### src/rtl/c_string_literal_escaper_unit_defines.svh
// assertion macros used by the back end of the c string literal escaper rtl
// no dependencies; define ASSERT_OFF to compile the checks out
`ifndef C_STRING_LITERAL_ESCAPER_UNIT_DEFINES_SVH
`define C_STRING_LITERAL_ESCAPER_UNIT_DEFINES_SVH

`ifndef ASSERT_OFF
// checked only out of reset
`define CSLE_ASSERT(lbl, prop, msg) \
    lbl: assert property (@(posedge clk) disable iff (!rst_n) prop) else $error(msg);
// checked on every edge, reset included
`define CSLE_ASSERT_ALWAYS(lbl, prop, msg) \
    lbl: assert property (@(posedge clk) prop) else $error(msg);
`else
`define CSLE_ASSERT(lbl, prop, msg)
`define CSLE_ASSERT_ALWAYS(lbl, prop, msg)
`endif

`endif

### src/rtl/csle_pkg.sv
// types, constants and the byte classifier of the c string literal escaper
// no dependencies
`timescale 1ns / 1ps

package csle_pkg;

    // configuration port
    localparam int          CFG_ADDR_W       = 3;
    localparam logic        REG_LINE_LIMIT   = 1'b0;
    localparam logic [7:0]  LINE_LIMIT_RESET = 8'd77;

    // characters
    localparam logic [7:0]  CH_QUOTE     = 8'h22;
    localparam logic [7:0]  CH_BACKSLASH = 8'h5C;
    localparam logic [7:0]  CH_NEWLINE   = 8'h0A;
    localparam logic [7:0]  CH_DIGIT0    = 8'h30;
    localparam logic [7:0]  CH_DIGIT7    = 8'h37;

    // character slots of one word, emitted lowest first
    localparam int          NUM_SLOTS    = 9;
    localparam int          SLOT_OPEN    = 0;
    localparam int          SLOT_SPLIT0  = 1;
    localparam int          SLOT_SPLIT1  = 2;
    localparam int          SLOT_SEQ0    = 3;
    localparam int          SLOT_SEQ3    = 6;
    localparam int          SLOT_CLOSE   = 7;
    localparam int          SLOT_NL      = 8;

    typedef logic [3:0] slot_idx_t;

    // queue between front and back
    localparam int          FIFO_DEPTH   = 4;
    localparam int          FIFO_PTR_W   = $clog2(FIFO_DEPTH);

    typedef struct packed {
        logic [3:0][7:0] seq;
        logic [2:0]      len;
        logic            short_oct;
    } csle_esc_t;

    typedef struct packed {
        logic [NUM_SLOTS-1:0] slot_mask;
        logic [3:0][7:0]      seq;
    } csle_desc_t;

    function automatic logic csle_is_plain(input logic [7:0] c);
        logic r;
        r = 1'b0;
        if (c >= 8'h30 && c <= 8'h39) r = 1'b1;
        if (c >= 8'h41 && c <= 8'h5A) r = 1'b1;
        if (c >= 8'h61 && c <= 8'h7A) r = 1'b1;
        // space ; , : . ^ - + = * / % | & [ ] ( ) { } < > # _
        unique case (c)
            8'h20, 8'h3B, 8'h2C, 8'h3A, 8'h2E, 8'h5E, 8'h2D, 8'h2B,
            8'h3D, 8'h2A, 8'h2F, 8'h25, 8'h7C, 8'h26, 8'h5B, 8'h5D,
            8'h28, 8'h29, 8'h7B, 8'h7D, 8'h3C, 8'h3E, 8'h23, 8'h5F: r = 1'b1;
            default: ;
        endcase
        return r;
    endfunction

    function automatic csle_esc_t csle_escape(input logic [7:0] c);
        csle_esc_t  r;
        logic [7:0] letter;
        r.seq       = '0;
        r.len       = 3'd1;
        r.short_oct = 1'b0;
        unique case (c)
            8'h07:   letter = 8'h61;
            8'h08:   letter = 8'h62;
            8'h09:   letter = 8'h74;
            8'h0A:   letter = 8'h6E;
            8'h0B:   letter = 8'h76;
            8'h0C:   letter = 8'h66;
            8'h0D:   letter = 8'h72;
            8'h22:   letter = 8'h22;
            8'h27:   letter = 8'h27;
            8'h3F:   letter = 8'h3F;
            8'h5C:   letter = 8'h5C;
            default: letter = 8'h00;
        endcase
        if (letter != 8'h00) begin
            r.seq[0] = CH_BACKSLASH;
            r.seq[1] = letter;
            r.len    = 3'd2;
        end
        else if (csle_is_plain(c)) begin
            r.seq[0] = c;
        end
        else if (c < 8'd8) begin
            r.seq[0]    = CH_BACKSLASH;
            r.seq[1]    = CH_DIGIT0 | {5'b0, c[2:0]};
            r.len       = 3'd2;
            r.short_oct = 1'b1;
        end
        else if (c < 8'd64) begin
            r.seq[0]    = CH_BACKSLASH;
            r.seq[1]    = CH_DIGIT0 | {5'b0, c[5:3]};
            r.seq[2]    = CH_DIGIT0 | {5'b0, c[2:0]};
            r.len       = 3'd3;
            r.short_oct = 1'b1;
        end
        else begin
            r.seq[0] = CH_BACKSLASH;
            r.seq[1] = CH_DIGIT0 | {6'b0, c[7:6]};
            r.seq[2] = CH_DIGIT0 | {5'b0, c[5:3]};
            r.seq[3] = CH_DIGIT0 | {5'b0, c[2:0]};
            r.len    = 3'd4;
        end
        return r;
    endfunction

endpackage

### src/rtl/csle_front.sv
// front end: classifies each accepted byte and tracks column and octal state
// depends on csle_pkg
`timescale 1ns / 1ps

module csle_front (
    input  logic                 clk,
    input  logic                 rst_n,
    input  logic                 accept,
    input  logic [7:0]           in_byte,
    input  logic                 final_byte,
    input  logic [7:0]           line_limit,
    output csle_pkg::csle_desc_t desc
);
    import csle_pkg::*;

    logic [7:0] col_reg;
    logic [7:0] col_next;
    logic       pend_reg;
    logic       pend_next;

    csle_esc_t  esc;
    logic       opening;
    logic       split;
    logic [8:0] cnt;
    logic       close_lim;
    logic       close_fin;
    logic [3:0] seq_mask;

    always_comb
    begin
        esc     = csle_escape(in_byte);
        opening = (col_reg == 8'd0);
        // a plain octal digit right after a short octal escape needs a split
        split   = pend_reg && !opening && !esc.short_oct &&
                  esc.seq[0] >= CH_DIGIT0 && esc.seq[0] <= CH_DIGIT7;
        cnt     = {1'b0, col_reg} + {6'b0, esc.len} + (split ? 9'd2 : 9'd0);
        close_lim = (cnt >= {1'b0, line_limit});
        close_fin = final_byte && !close_lim && (cnt != 9'd0);

        unique case (esc.len)
            3'd1:    seq_mask = 4'b0001;
            3'd2:    seq_mask = 4'b0011;
            3'd3:    seq_mask = 4'b0111;
            default: seq_mask = 4'b1111;
        endcase

        desc.seq                             = esc.seq;
        desc.slot_mask[SLOT_OPEN]            = opening;
        desc.slot_mask[SLOT_SPLIT0]          = split;
        desc.slot_mask[SLOT_SPLIT1]          = split;
        desc.slot_mask[SLOT_SEQ3:SLOT_SEQ0]  = seq_mask;
        desc.slot_mask[SLOT_CLOSE]           = close_lim || close_fin;
        desc.slot_mask[SLOT_NL]              = close_lim || close_fin;

        col_next  = (close_lim || close_fin) ? 8'd0 : cnt[7:0];
        pend_next = esc.short_oct;
    end

    always_ff @(posedge clk or negedge rst_n)
    begin
        if (!rst_n) begin
            col_reg  <= 8'd0;
            pend_reg <= 1'b0;
        end
        else if (accept) begin
            col_reg  <= col_next;
            pend_reg <= pend_next;
        end
    end

endmodule

### src/rtl/csle_fifo.sv
// short word queue between front and back ends
// depends on csle_pkg
`timescale 1ns / 1ps

module csle_fifo (
    input  logic                 clk,
    input  logic                 rst_n,
    input  logic                 push,
    input  csle_pkg::csle_desc_t wr_data,
    input  logic                 pop,
    output csle_pkg::csle_desc_t rd_data,
    output logic                 full,
    output logic                 empty
);
    import csle_pkg::*;

    csle_desc_t              mem_reg [FIFO_DEPTH];
    logic [FIFO_PTR_W-1:0]   wr_ptr_reg;
    logic [FIFO_PTR_W-1:0]   rd_ptr_reg;
    logic [FIFO_PTR_W:0]     cnt_reg;
    logic [FIFO_PTR_W:0]     cnt_next;

    assign full    = (cnt_reg == (FIFO_PTR_W+1)'(FIFO_DEPTH));
    assign empty   = (cnt_reg == '0);
    assign rd_data = mem_reg[rd_ptr_reg];

    always_comb
    begin
        cnt_next = cnt_reg;
        if (push && !pop)
            cnt_next = cnt_reg + (FIFO_PTR_W+1)'(1);
        else if (pop && !push)
            cnt_next = cnt_reg - (FIFO_PTR_W+1)'(1);
    end

    always_ff @(posedge clk or negedge rst_n)
    begin
        if (!rst_n) begin
            wr_ptr_reg <= '0;
            rd_ptr_reg <= '0;
            cnt_reg    <= '0;
        end
        else begin
            if (push)
                wr_ptr_reg <= wr_ptr_reg + FIFO_PTR_W'(1);
            if (pop)
                rd_ptr_reg <= rd_ptr_reg + FIFO_PTR_W'(1);
            cnt_reg <= cnt_next;
        end
    end

    always_ff @(posedge clk)
    begin
        if (push)
            mem_reg[wr_ptr_reg] <= wr_data;
    end

endmodule

### src/rtl/csle_back.sv
// back end: walks the character slots of each word into the output register
// depends on csle_pkg and the assertion macro header
`timescale 1ns / 1ps
`include "c_string_literal_escaper_unit_defines.svh"

module csle_back (
    input  logic                 clk,
    input  logic                 rst_n,
    input  csle_pkg::csle_desc_t q_desc,
    input  logic                 q_empty,
    output logic                 q_pop,
    output logic                 out_valid,
    input  logic                 out_stall,
    output logic [7:0]           out_char,
    output logic                 last_char
);
    import csle_pkg::*;

    logic [NUM_SLOTS-1:0] cur_mask_reg;
    logic [NUM_SLOTS-1:0] cur_mask_next;
    logic [3:0][7:0]      cur_seq_reg;
    logic [3:0][7:0]      cur_seq_next;
    logic                 out_valid_reg;
    logic                 out_valid_next;
    logic [7:0]           out_char_reg;
    logic [7:0]           out_char_next;
    logic                 out_last_reg;
    logic                 out_last_next;

    logic                 out_free;
    logic                 emit;
    logic                 load;
    slot_idx_t            slot;
    slot_idx_t            seq_off;
    logic [NUM_SLOTS-1:0] mask_clr;
    logic [NUM_SLOTS-1:0] rem;
    logic [7:0]           slot_char;

    assign out_free = !out_valid_reg || !out_stall;
    assign emit     = out_free && (cur_mask_reg != '0);

    always_comb
    begin
        slot = '0;
        for (int i = NUM_SLOTS - 1; i >= 0; i--) begin
            if (cur_mask_reg[i])
                slot = slot_idx_t'(i);
        end
        seq_off  = slot - slot_idx_t'(SLOT_SEQ0);
        mask_clr = cur_mask_reg & (cur_mask_reg - NUM_SLOTS'(1));

        unique case (slot)
            slot_idx_t'(SLOT_NL):                  slot_char = CH_NEWLINE;
            slot_idx_t'(SLOT_SEQ0), slot_idx_t'(SLOT_SEQ0 + 1),
            slot_idx_t'(SLOT_SEQ0 + 2), slot_idx_t'(SLOT_SEQ3):
                                                   slot_char = cur_seq_reg[seq_off[1:0]];
            default:                               slot_char = CH_QUOTE;
        endcase

        rem  = emit ? mask_clr : cur_mask_reg;
        // take the next word in the same cycle the last character leaves
        load = (rem == '0) && !q_empty;

        cur_mask_next = load ? q_desc.slot_mask : rem;
        cur_seq_next  = load ? q_desc.seq : cur_seq_reg;

        out_valid_next = out_valid_reg;
        out_char_next  = out_char_reg;
        out_last_next  = out_last_reg;
        if (out_free) begin
            out_valid_next = emit;
            out_char_next  = slot_char;
            out_last_next  = (mask_clr == '0);
        end
    end

    assign q_pop     = load;
    assign out_valid = out_valid_reg;
    assign out_char  = out_char_reg;
    assign last_char = out_last_reg;

    always_ff @(posedge clk or negedge rst_n)
    begin
        if (!rst_n) begin
            cur_mask_reg  <= '0;
            out_valid_reg <= 1'b0;
        end
        else begin
            cur_mask_reg  <= cur_mask_next;
            out_valid_reg <= out_valid_next;
        end
    end

    always_ff @(posedge clk)
    begin
        cur_seq_reg  <= cur_seq_next;
        out_char_reg <= out_char_next;
        out_last_reg <= out_last_next;
    end

    `CSLE_ASSERT(a_word_has_text, load |-> q_desc.slot_mask[SLOT_SEQ0], "word without text")
    `CSLE_ASSERT(a_emit_fills_out, emit |=> out_valid_reg, "emitted char lost")
    `CSLE_ASSERT(a_close_then_nl, cur_mask_reg[SLOT_CLOSE] |-> cur_mask_reg[SLOT_NL], "no newline")
    `CSLE_ASSERT_ALWAYS(a_no_pop_empty, q_pop |-> !q_empty, "pop from empty queue")

endmodule

### src/rtl/c_string_literal_escaper_unit.sv
// c string literal escaper: one escaped character per cycle on the output side while out_stall is low
// an accepted byte goes through the queue and the slot mask into the output register
// each byte yields 1 to 7 characters (open quote, split, escape text, close quote,
// newline), sent one at a time through the single-character output register
// a 4-word queue lets input run ahead of output; in_stall rises when it is full
// reset (rst_n low, async): column and octal state cleared, queue empty, line_limit 77
`timescale 1ns / 1ps

module c_string_literal_escaper_unit (
    input  logic                            clk,
    input  logic                            rst_n,
    input  logic                            psel,
    input  logic                            penable,
    input  logic                            pwrite,
    input  logic [csle_pkg::CFG_ADDR_W-1:0] paddr,
    input  logic [31:0]                     pwdata,
    output logic [31:0]                     prdata,
    output logic                            pready,
    input  logic                            in_valid,
    output logic                            in_stall,
    input  logic [7:0]                      in_byte,
    input  logic                            final_byte,
    output logic                            out_valid,
    input  logic                            out_stall,
    output logic [7:0]                      out_char,
    output logic                            last_char
);
    import csle_pkg::*;

    logic [7:0] line_limit_reg;
    logic       cfg_wr;
    logic       in_accept;
    csle_desc_t front_desc;
    csle_desc_t q_desc;
    logic       q_full;
    logic       q_empty;
    logic       q_pop;

    assign pready = 1'b1;
    assign cfg_wr = psel && penable && pwrite && (paddr[2] == REG_LINE_LIMIT);
    assign prdata = (paddr[2] == REG_LINE_LIMIT) ? {24'b0, line_limit_reg} : 32'b0;

    always_ff @(posedge clk or negedge rst_n)
    begin
        if (!rst_n)
            line_limit_reg <= LINE_LIMIT_RESET;
        else if (cfg_wr)
            line_limit_reg <= pwdata[7:0];
    end

    assign in_stall  = q_full;
    assign in_accept = in_valid && !q_full;

    csle_front u_front (
        .clk        (clk),
        .rst_n      (rst_n),
        .accept     (in_accept),
        .in_byte    (in_byte),
        .final_byte (final_byte),
        .line_limit (line_limit_reg),
        .desc       (front_desc)
    );

    csle_fifo u_fifo (
        .clk     (clk),
        .rst_n   (rst_n),
        .push    (in_accept),
        .wr_data (front_desc),
        .pop     (q_pop),
        .rd_data (q_desc),
        .full    (q_full),
        .empty   (q_empty)
    );

    csle_back u_back (
        .clk       (clk),
        .rst_n     (rst_n),
        .q_desc    (q_desc),
        .q_empty   (q_empty),
        .q_pop     (q_pop),
        .out_valid (out_valid),
        .out_stall (out_stall),
        .out_char  (out_char),
        .last_char (last_char)
    );

endmodule
### config.mk
export PLATFORM = sky130hd
export DESIGN_NAME = c_string_literal_escaper_unit
export DESIGN_NICKNAME = d
export VERILOG_FILES = /design/src/rtl/csle_pkg.sv /design/src/rtl/csle_front.sv /design/src/rtl/csle_fifo.sv /design/src/rtl/csle_back.sv /design/src/rtl/c_string_literal_escaper_unit.sv
export VERILOG_INCLUDE_DIRS = /design/src /design/src/rtl
export SDC_FILE = /design/constraint.sdc
export NUM_CORES = 1
export LEC_CHECK = 0
export ABC_CLOCK_PERIOD_IN_PS = 9400
export BUFFER_PORTS_ARGS = -buffer_cell sky130_fd_sc_hd__buf_2
export CAP_MARGIN = 20
export CORE_ASPECT_RATIO = 1.25
export CORE_MARGIN = 1.5
export CORE_UTILIZATION = 60
export DETAILED_ROUTE_END_ITERATION = 10
export HOLD_SLACK_MARGIN = 0.02
export PLACE_DENSITY_LB_ADDON = 0.08
export RECOVER_POWER = 50
export REMOVE_ABC_BUFFERS = 1
export SYNTH_ARGS = -nofsm -noshare
export SYNTH_HDL_FRONTEND = slang
export SYNTH_SLANG_ARGS = --single-unit
### constraint.sdc
create_clock -name clk -period 9.4 [get_ports clk]
set_input_delay 0 -clock clk [delete_from_list [all_inputs] [get_ports clk]]
set_output_delay 0 -clock clk [all_outputs]
set_load 0.01 [all_outputs]
==> metrics.cfg <==
[synthesis]
ys_seq_area_share_pct=61.6
synth_cells=594
ys_types=70
yosys_warnings=0
ys.flop_type=edfxtp_1
async_flop_share_pct=18.7
synth_enable_flop_cells=148
syn_area_per_cell_sq_um=14.5
netlist_area_sq_um=8600
synth.ff_latch_count=182

[sta]
fmax_mhz=179
worst_pin_slew_ps=2600
period_minus_slack_ps=5570
finalHoldViolCount=0
skew_ps=12.7
rsz0062_at_grt=false
drv_slew=69
finalSetupViolCount=0
slew_headroom_pct=-73.4
tns_ps=0
fin_crit_sh_pct=59.3
worst_slack_ps=3830

[finish]
final_util_pct=67.4
area_delta_synth_final_pct=9.28
multi_input_area_sq_um=2910
finalNetCount=712
antenna-diode-count=0
layoutNonFillerInstCount=823
largest_reg_flops=116
regArea_sq_um=5300
drive_gt1_share_pct=19.1
fillers=1014

[pwr]
power.density_nw_per_um2=309
total_leakage_power_uw=0.00347
finalPower_uw=2900
peakVddDrop_mv=0.189

[die]
die_width_um=110
num_rows=48
die_h_um=137
coreArea_sq_um=13900
io_pins=95
start_util_pct=61.7
die-area_sq_um=15100

[clock_tree]
tritoncts_num_sinks=182
post-cts-setup-buffers=0
insertion_delay_ps=430
cts-root-buf=clkbuf_16
clk_pin_slew_ps=60
cts.htree.levels=4
cts_tree=built
numCtsBuffers=17
clk_path_buf_depth=2

[grt]
grt_max_degree=35
grt_pass1_wl_um=25400
grt_usage_pct=23.0
gr-total-overflow=0
antenna_found_initial=0
grt_pass1_vias=4906

[critical_path]
crit_chain=clkbuf_1 > nor2_1 > nand2_1 > nor2_1 > a221oi_1 > clkbuf_1 > or2_2 > nor4_1 > fa_1 > ha_1 > inv_1 > fa_1 > nor2b_1 > o2111ai_1 > xnor2_1 > ha_1 > a21oi_1 > nand2_1 > a31oi_1 > a21boi_0 > and3_1 > a221o_1
end_kind=register
worst_path_largest_cell_delay_ps=580
worstPathRequired_ps=9760
reg2reg_depth=17
path_max_fanout=16
r2r_start=u_front.col_reg[4]
rrSetupSlack_ps=4220
slowest_stage=nor2_1
worstPathArrival_ps=5930
critPathLaunchType=primary input
r2r_end=u_front.col_reg[4]
worstSetupPathType=in -> reg

[job]
drv_cap=2

[detailed_routing]
drc=0
dr.pass1.iters=5
wl_per_cell_um=19.0
num_vias=4909
ant_nets=0
drtIter0Drc=349
viasPerCell=5.96
routed_wirelength_um=15600

[min_path]
hold_class=in -> reg
whs_path_depth=4
min-delay-start=in_valid
whs_endpoint=u_front.col_reg[6]

[placement]
gp_congestion=0.828
dpl_worst_slack_ps=3370
hpwlAfterDp_um=10000
io_buffers=43
dpl.cell_count=781

[run_status]
status=finished, violations left
violations=max-capacitance violations, max-slew violations

[cells in the mapped netlist (3+ instances only)]
cell type,instances,area (sq um)
edfxtp_1,148,4440
nor2_1,35,131
mux4_2,32,721
dfrtp_1,30,751
buf_4,27,203
inv_1,27,101
nand2_1,27,101
o21ai_0,27,135
ha_1,22,275
clkbuf_1,21,78.8
a21oi_1,14,70.1
mux2_2,12,135
nor3_1,12,60.1
nor2b_1,10,62.6
xnor2_1,10,87.6
or2_2,9,56.3
mux2i_1,8,80.1
nand3_1,8,40.0
and2_1,7,43.8
a22o_1,6,52.6
buf_2,5,25.0
o211ai_1,5,37.5
or4_1,5,37.5
xor2_1,5,43.8
clkbuf_8,4,55.1
dfstp_2,4,105
nand2b_1,4,25.0
nor4_1,4,25.0
a211oi_1,3,22.5
fa_1,3,60.1
nand4_1,3,18.8
o31ai_1,3,22.5
o41ai_1,3,26.3
or3_1,3,18.8
[repair_timing]
| item | 4_1_cts | 5_1_grt |
|---|---|---|
| hold buffers | 10 | 0 |
| resized for setup | 0 | 0 |
| endpoints found under the hold margin | 40 | 0 |
[layout make-up]
type	count	area share [%]
Clock buffer	17	4.53
Tap cell	175	2.33
Multi-Input combinational cell	351	30.9
Inverter	28	1.12
Timing Repair Buffer	56	3.21
Sequential cell	182	56.4
Clock inverter	14	1.44
[cell families after synthesis]
logic type,synth area share [%]
flops,61.6
fa+ha+maj,4.02
simple gates,8.83
compound gates,7.04
mux,10.9
other cells,0.0873
xor+xnor,1.72
buf+inv,5.78
[through the flow]
stage	hold WS, ps	instance area (sq um)
after floorplan	-296	8310
after global placement	108	8760
after detailed placement	118	8760
after CTS	96.5	9430
after global routing	160	9400
final	137	9400
[worst max path at each step]
stage,from,end,slack (ps),cells past startpoint
2_1_floorplan,in_byte[3],u_front.col_reg[4],4500,20
3_3_place_gp,in_byte[6],u_front.col_reg[4],3440,22
3_5_place_dp,in_byte[6],u_front.col_reg[4],3370,22
4_1_cts,in_byte[6],u_front.col_reg[4],3790,22
5_1_grt,in_byte[6],u_front.col_reg[4],3480,22
6_report,in_byte[6],u_front.col_reg[4],3830,22
[worst max-delay path: cells and delay by family]
family,cells,cell delay (ps)
AND/OR/NAND/NOR,8,2450
AO/OA/AOI/OAI,6,1340
adder cells (fa/ha/maj),4,1250
buffers and inverters,3,680
XOR/XNOR,1,200
[layer usage]
| metal | vias to the layer above | GRT usage, % | routed length (um) |
|---|---|---|---|
| met4 | 0 | 7.58 | 245 |
| met1 | 2447 | 30.1 | 6520 |
| met2 | 170 | 38.7 | 8130 |
| met5 | - | 0 | 0 |
| li1 | 2268 | - | - |
| met3 | 24 | 4.48 | 725 |
[layout by cell type, fill, tap and decap left out, types with 5 or more instances in the layout]
master         count
edfxtp_1         148
nor2_1            35
mux4_2            32
conb_1            29
dfrtp_1           28
inv_1             27
o21ai_0           27
nand2_1           27
clkbuf_1          23
ha_1              22
buf_2             22
clkbuf_16         17
a21oi_1           14
nor3_1            12
mux2_2            12
nor2b_1           10
xnor2_1           10
dlygate4sd3_1     10
nand3_1            8
mux2i_1            8
or2_2              8
a22o_1             6
xor2_1             5
or4_1              5
o211ai_1           5
inv_6              5
[power breakdown]
group	internal (uW)	total, uW	switching [uW]
Combinational	428	931	504
Clock	350	667	318
Sequential	1170	1300	137
(Power assumes the default switching activity.)
